$ cat config.mk
export PLATFORM = sky130hd
export DESIGN_NAME = gblur_cell
export DESIGN_NICKNAME = d
export VERILOG_FILES = /design/src/sv/gblur_pkg.sv /design/src/sv/gblur_cell.sv
export SDC_FILE = /design/constraint.sdc
export NUM_CORES = 2
export LEC_CHECK = 0
export BUFFER_PORTS_ARGS = -buffer_cell sky130_fd_sc_hd__buf_2
export CORE_MARGIN = 2
export CORE_UTILIZATION = 45
export CTS_BUF_LIST = sky130_fd_sc_hd__clkbuf_8
export CTS_CLUSTER_SIZE = 40
export DETAILED_ROUTE_END_ITERATION = 6
export GPL_TIMING_DRIVEN = 0
export PLACE_DENSITY = 0.72
export SYNTH_ARGS = -nofsm -noshare
export SYNTH_HDL_FRONTEND = slang
export SYNTH_SLANG_ARGS = --single-unit
$ cat constraint.sdc
create_clock -name clk -period 24.7 [get_ports clk]
set_input_delay 4.94 -clock clk [delete_from_list [all_inputs] [get_ports clk]]
set_output_delay 4.94 -clock clk [all_outputs]
set_load 0.02 [all_outputs]
$ cat src/sv/gblur_pkg.sv
// ----------------------------------------------------------------------------
// gblur_pkg - shared types and constants of the separable Gaussian blur
// Widths, register codes, sequencer states and the cell control word.
// ----------------------------------------------------------------------------
package gblur_pkg;

	localparam int PIX_W  = 8;
	localparam int NCH    = 3;
	localparam int DATA_W = NCH * PIX_W;
	localparam int TAP_W  = 16;
	localparam int PROD_W = TAP_W + PIX_W;
	localparam int ACC_W  = 27;
	localparam int FRAC_W = 15;
	localparam int SIZE_FIELD_W = 11;
	localparam int CFG_IDX_W = 3;
	localparam int CFG_DATA_W = 64;

	localparam int DEF_MAX_WIDTH  = 1024;
	localparam int DEF_MAX_HEIGHT = 1024;
	localparam int DEF_MAX_HALF   = 3;

	localparam int RST_FRAME_SIZE = 1024;
	localparam logic [CFG_DATA_W-1:0] RST_TAPS = 64'd32768;
	localparam logic [1:0] RST_CHANNELS = 2'd1;
	localparam logic [1:0] COLOR_CHANNELS = 2'd3;

	typedef enum logic [CFG_IDX_W-1:0] {
		REG_FRAME_WIDTH,
		REG_FRAME_HEIGHT,
		REG_KERNEL_HALF,
		REG_X_TAPS,
		REG_Y_TAPS,
		REG_CHANNEL_COUNT
	} cfg_reg_t;

	typedef enum logic {
		ST_IDLE,
		ST_RUN
	} state_t;

	typedef struct packed {
		logic                  start;
		logic                  rd_valid;
		logic                  center;
		logic [TAP_W-1:0]      x_tap;
		logic                  prod_valid;
		logic [1:0]            kernel_half;
		logic [CFG_DATA_W-1:0] y_taps;
	} cell_ctl_t;

	function automatic logic [PIX_W-1:0] sat8(input logic [ACC_W-1:0] acc);
		logic [ACC_W-FRAC_W-1:0] v;
		begin
			v = acc[ACC_W-1:FRAC_W];
			return (v > (ACC_W-FRAC_W)'(255)) ? 8'hFF : v[PIX_W-1:0];
		end
	endfunction

endpackage

$ cat src/sv/gblur_cell.sv
// ----------------------------------------------------------------------------
// gblur_cell - one vertical tap position of the blur
// Horizontal MAC over its clamped ring row, saturation, vertical tap product,
// and one step of the vertical sum chain handed on to the next cell.
// ----------------------------------------------------------------------------
module gblur_cell #(
	parameter int RING_ROWS = 8,
	parameter int ROW_W     = 10,
	parameter int OFFSET    = 0
) (
	input  logic                                          clk,
	input  gblur_pkg::cell_ctl_t                          ctl,
	input  logic [ROW_W-1:0]                              em_row,
	input  logic [ROW_W-1:0]                              row_last,
	input  logic [RING_ROWS-1:0][gblur_pkg::DATA_W-1:0]   pix,
	input  logic [gblur_pkg::NCH-1:0][gblur_pkg::ACC_W-1:0] psum_i,
	output logic [gblur_pkg::NCH-1:0][gblur_pkg::ACC_W-1:0] psum_o,
	output logic [gblur_pkg::DATA_W-1:0]                  raw
);

	localparam int RB   = $clog2(RING_ROWS);
	localparam int DIST = (OFFSET < 0) ? -OFFSET : OFFSET;
	localparam logic signed [ROW_W+1:0] OFFS_S = (ROW_W+2)'(OFFSET);

	logic signed [ROW_W+1:0]                          row_s;
	logic [ROW_W-1:0]                                 row_c;
	logic [gblur_pkg::DATA_W-1:0]                     pix_sel;
	logic                                             active;
	logic [gblur_pkg::TAP_W-1:0]                      y_tap;
	logic [gblur_pkg::NCH-1:0][gblur_pkg::PROD_W-1:0] prod_s2;
	logic [gblur_pkg::NCH-1:0][gblur_pkg::ACC_W-1:0]  acc_q;
	logic [gblur_pkg::NCH-1:0][gblur_pkg::PIX_W-1:0]  hs_q;
	logic [gblur_pkg::NCH-1:0][gblur_pkg::PROD_W-1:0] vprod_q;
	logic [gblur_pkg::NCH-1:0][gblur_pkg::ACC_W-1:0]  psum_q;
	logic [gblur_pkg::DATA_W-1:0]                     raw_q;

	always_comb begin
		row_s = $signed({2'b00, em_row}) + OFFS_S;
		if (row_s < 0) begin
			row_c = '0;
		end else if (row_s > $signed({2'b00, row_last})) begin
			row_c = row_last;
		end else begin
			row_c = row_s[ROW_W-1:0];
		end
		pix_sel = pix[row_c[RB-1:0]];
		active  = 32'(ctl.kernel_half) >= DIST;
		y_tap   = ctl.y_taps[gblur_pkg::TAP_W*DIST +: gblur_pkg::TAP_W];
	end

	always_ff @(posedge clk) begin
		for (int ch = 0; ch < gblur_pkg::NCH; ch++) begin
			prod_s2[ch] <= ctl.x_tap * pix_sel[gblur_pkg::PIX_W*ch +: gblur_pkg::PIX_W];
			if (ctl.start) begin
				acc_q[ch] <= '0;
			end else if (ctl.prod_valid) begin
				acc_q[ch] <= acc_q[ch] + gblur_pkg::ACC_W'(prod_s2[ch]);
			end
			hs_q[ch]    <= gblur_pkg::sat8(acc_q[ch]);
			vprod_q[ch] <= active ? y_tap * hs_q[ch] : '0;
			psum_q[ch]  <= psum_i[ch] + gblur_pkg::ACC_W'(vprod_q[ch]);
		end
		if (ctl.rd_valid && ctl.center) begin
			raw_q <= pix_sel;
		end
	end

	assign psum_o = psum_q;
	assign raw    = raw_q;

endmodule

-- Word level (Yosys, flattened, before mapping)
Index checks and enable logic that the tools add are counted.
- output and inout port bits: 105
- logic and storage cells: 39
- flip-flop bits (word level): 354
- input bits: 380
- $lt $le $gt $ge: 6
- $add $sub $neg: 6
- multipliers: 6
- muxes and demuxes: 4
- reduce and logical (&&, ||, !) cells: 1
- operators by type and width (operator ; number):
    adder 27 x 24 -> 27 bit ; 6
    multiplier 16 x 8 -> 24 bit ; 6
    binary-select mux 24 bit (select 3 bit) ; 1
    > comparator 12 x 8 -> 1 bit (second input constant) ; 3
    2-to-1 mux 24 bit ; 1
    > comparator 10 bit ; 1
    less-than comparator 10 x 1 -> 1 bit (second input constant) ; 1
    2-to-1 mux 3 bit ; 2
    less-than comparator 3 x 4 -> 1 bit (second input constant) ; 1
    logical AND 1 bit ; 1

-- Logic depth before layout (Yosys ltp)
- word-level depth: 6
- gate-level depth with buffers: 32
- mapped depth without buffers: 29

-- Worst setup path before layout
Ideal clock, no wire load.
- path kind: input -> register
- from: in row_last[3]
- to: reg prod_s2[46] (netlist name)
- stages: 30
- data required time: 24.628 ns
- setup time: 0.072 ns
- slack: 13.018 ns
- arrival: 11.610 ns
- buffers on the path: 4
- cells stage by stage: inv_1 ha_1 a21o_1 a21o_1 a21oi_1 o211ai_2 nand2_2 mux2i_1 buf_4 buf_4 buf_6 mux2i_1 a22oi_2 buf_2 and3_1 fa_1 fa_1 fa_1 inv_1 fa_1 inv_1 ha_1 and2_1 a2111oi_0 o31ai_1 a31o_2 o41ai_1 o21bai_1 a21oi_1 xnor2_1
- cells in the longest elaborated chain, start to end: 6
- ends and longest elaborated chain (item ; RTL line ; RTL):
    start: declaration ; gblur_cell.sv:14 ; input logic [ROW_W-1:0] row_last,
    > comparator 10 bit ; gblur_cell.sv:41 ; end else if (row_s > $signed({2'b00, row_last})) begin
    2-to-1 mux 3 bit ; gblur_cell.sv:41 ;
    2-to-1 mux 3 bit ; gblur_cell.sv:39 ; if (row_s < 0) begin
    binary-select mux 24 bit (select 3 bit) ; gblur_cell.sv:46 ; pix_sel = pix[row_c[RB-1:0]];
    2-to-1 mux 24 bit (not written as such) ; gblur_cell.sv:46 ;
    multiplier 16 x 8 -> 24 bit ; gblur_cell.sv:53 ; prod_s2[ch] <= ctl.x_tap * pix_sel[gblur_pkg::PIX_W*ch +: gblur_pkg::PIX_W];
    end signal: indexed assignment ; gblur_cell.sv:53 ;
    end: declaration ; gblur_cell.sv:30 ; logic [gblur_pkg::NCH-1:0][gblur_pkg::PROD_W-1:0] prod_s2;
No other way between the ends. The select of a mux whose other input is x is not followed.
A chain may end at the register's enable or synchronous reset.

-- Worst setup path in the final report
Ends and elaborated chain as after synthesis.

==> summary.txt <==
GRT
  – GRT Total Usage: 24.5%
  – GR Overflow Total: 0
  – Pin count of the biggest net entering global routing: 25
  – First-pass GRT wire length: 183 mm
  – Vias in the first global route: 35300
  – Initial antenna violation count: 4

Yosys
  – Synthesized flop and latch total: 354
  – Syn_nets: 5787
  – Synth warnings: 0
  – Leading register cell type out of synthesis: dfxtp_1
  – Synth Instances: 4479
  – Dominant cell type by area after synthesis: fa_1
  – Count leader, synth: inv_1
  – Post-Syn Area: 41100 um^2
  – Async set-or-reset flop fraction in the synthesized netlist: 0%
  – Post-synth EDFFs: 24
  – Post-synthesis sequential area ratio: 17.8%
  – Ranking of synthesized cells by area: fa_1 (25%), dfxtp_1 (16%), ha_1 (13%)
  – Distinct cell type count after synthesis: 82
  – Synth top cells by count: inv_1 (601), fa_1 (510), ha_1 (418)
  – Synth top area share: 24.8%
  – Syn_area_per_cell: 9.19 um^2

Floorplan
  – Core Area: 90300 um^2
  – I/O pins: 485
  – Starting density of the core: 45.6%
  – Die area: 93900 um^2
  – DIE HEIGHT: 306 um
  – Site row count: 110
  – Chip width: 306 um

Final layout
  – Layout area overhead: 12.6%
  – Fillcell total: 8453
  – Final core occ: 51.3%
  – Final #Nets: 6291
  – Reg area: 7330 um^2
  – Area used by multi-input combinational logic: 30800 um^2
  – Share of cells above drive strength 1: 13.2%

Route
  – DRC: 0
  – Post-DRT Antenna Nets: 0
  – Routed vias: 33500
  – Via density: 5.39
  – Initial DRC count: 2092
  – 1st-pass router iterations: 6
  – Wire per inst: 18.4 um
  – Drt total wl: 114 mm

Placed design
  – Hpwl dp: 93.3 mm
  – Routability cong.: 0.927
  – Pre-CTS setup slack: 11.65 ns
  – Port bufs: 433

Clocking
  – Hold buffer count at cts: 0
  – Post-CTS Setup Inserts: 0
  – Root buf cell: clkbuf_8
  – Post-cts sizing count: 0
  – CTS Sinks: 354
  – Clk_lat worst skew: 0.71 ns
  – Worst-path clk slew: 0.06 ns
  – Total CTS buffers: 69
  – H-Tree Depth: 3
  – CTS tree: yes
  – CTS max path bufs: 3

Timing
  – Worst Skew: 0.0582 ns
  – Final setup fails: 0
  – Final hold viol count: 0
  – Final TNS setup: 0 ns
  – Setup ws final: 12.11 ns
  – Min cycle time layout: 12.59 ns
  – Unrepaired setup endpoints after global routing: no
  – Max transition margin: 8.15%
  – F_max: 0.0794 GHz
  – Worst Tran Pin Value: 1.38 ns
  – Final period utilization: 51.0%
  – Pins Over Slew Limit: 0

Worst setup path
  – Crit path arrival time: 13.16 ns
  – Maximum fanout along the worst path: 10
  – R2r startpoint: hs_q[2]
  – Worst Reg-to-Reg Cells: 19
  – Req. time, crit path: 25.27 ns
  – Kind of critical path: in2reg
  – CP most frequent cell: fa_1
  – R2R Setup Slk: 18.94 ns
  – RR Endpoint: vprod_q[23]
  – Delay of the slowest critical-path stage: 0.83 ns
  – Critical path startpoint category: input port
  – Crit. End Element: flip-flop
  – CP max-delay cell: a22oi_1

Hold path
  – Worst hold path type: reg2reg
  – Hold Path End: psum_o[27]
  – Hold path cells: 1
  – HP Start: vprod_q[24]

Flow run
  – Max-Cap Viols: 0

Status
  – Status: finished, final reports clean
[per-layer routing]
metal	global-route usage (%)	vias to the layer above	wire length [um]
li1	-	15800	-
met3	3.93	309	7540
met2	42.6	1318	54900
met5	0	-	0
met4	14.3	0	6880
met1	28.6	16100	44900
[registers in the layout (all words and copies together), names as in the netlist]
register / cells
prod_s2: 72
raw: 24
psum_o: 81
hs_q: 24
vprod_q: 72
acc_q: 81
[worst max-delay path: cells and delay by family]
kind	cells	cell delay, ns
XOR/XNOR	1	0.18
adder cells (fa/ha/maj)	6	2.52
buffers and inverters	7	1.20
AND/OR/NAND/NOR	4	0.72
multiplexers	1	0.32
AO/OA/AOI/OAI	11	3.28
[cell usage in the layout, fill, tap and decap left out, types with 23 or more instances in the layout]
master / netlist / routed
o21ai_0: 116 / 116
clkbuf_8: 0 / 84
and2_1: 407 / 407
ha_1: 418 / 418
a31oi_1: 23 / 23
fa_1: 510 / 510
nor2b_1: 39 / 39
mux2i_1: 71 / 71
and3_1: 152 / 152
o21a_1: 37 / 37
dfxtp_1: 330 / 330
buf_2: 20 / 453
nand3_1: 72 / 72
nor2_1: 197 / 197
edfxtp_1: 24 / 24
nor3_1: 48 / 48
nand2_1: 352 / 352
a21o_1: 73 / 73
a21oi_1: 198 / 198
xnor2_1: 166 / 166
o21bai_1: 25 / 25
mux4_2: 30 / 30
inv_1: 601 / 616
clkbuf_1: 127 / 127
nand2b_1: 63 / 63
a211oi_1: 27 / 27
xor2_1: 60 / 60
[cell families (layout without fill, tap and decap cells)]
kind of cell / count (synthesis) / after routing / synth area share [%]
AOI/OAI and AO/OA: 663 / 663 / 10.6
xor gates and xnor gates: 226 / 226 / 4.81
muxes: 118 / 118 / 3.84
other: 0 / 5 / 0
buffers and inverters: 772 / 1329 / 7.41
DFF: 354 / 354 / 17.8
and+or+nand+nor: 1418 / 1418 / 18.0
adders and majority gates: 928 / 928 / 37.5
[worst max path at each step]
stage,startpoint,end,depth (start not counted)
CTS,row_last[3],prod_s2[46],30
finish,row_last[3],prod_s2[46],30
detailed placement,row_last[3],prod_s2[46],30
global route,row_last[3],prod_s2[46],30
floorplan,row_last[3],prod_s2[46],30
global placement,row_last[3],prod_s2[46],30
[layout make-up]
class | instances | area share [%]
clock buffer | 84 | 2.50
buffer | 171 | 1.71
tap | 1176 | 3.18
sequential | 354 | 15.8
clock inverter | 40 | 0.826
timing repair buffer | 433 | 4.68
multi-input combinational | 3353 | 66.4
antenna | 5 | 0.0270
inverter | 601 | 4.87
[stage by stage]
step | instances | area [um^2] | hold WS [ns]
after global placement | 6088 | 44800 | 0.427
final | 6217 | 46300 | 0.460
after detailed placement | 6088 | 44800 | 0.442
after global routing | 6214 | 46300 | 0.490
after CTS | 6212 | 46300 | 0.460
after floorplan | 4479 | 41100 | 0.420
Power is left out: the tool's default activity adds up to more than one toggle a clock period on the data nets, which glitch-free logic cannot reach.
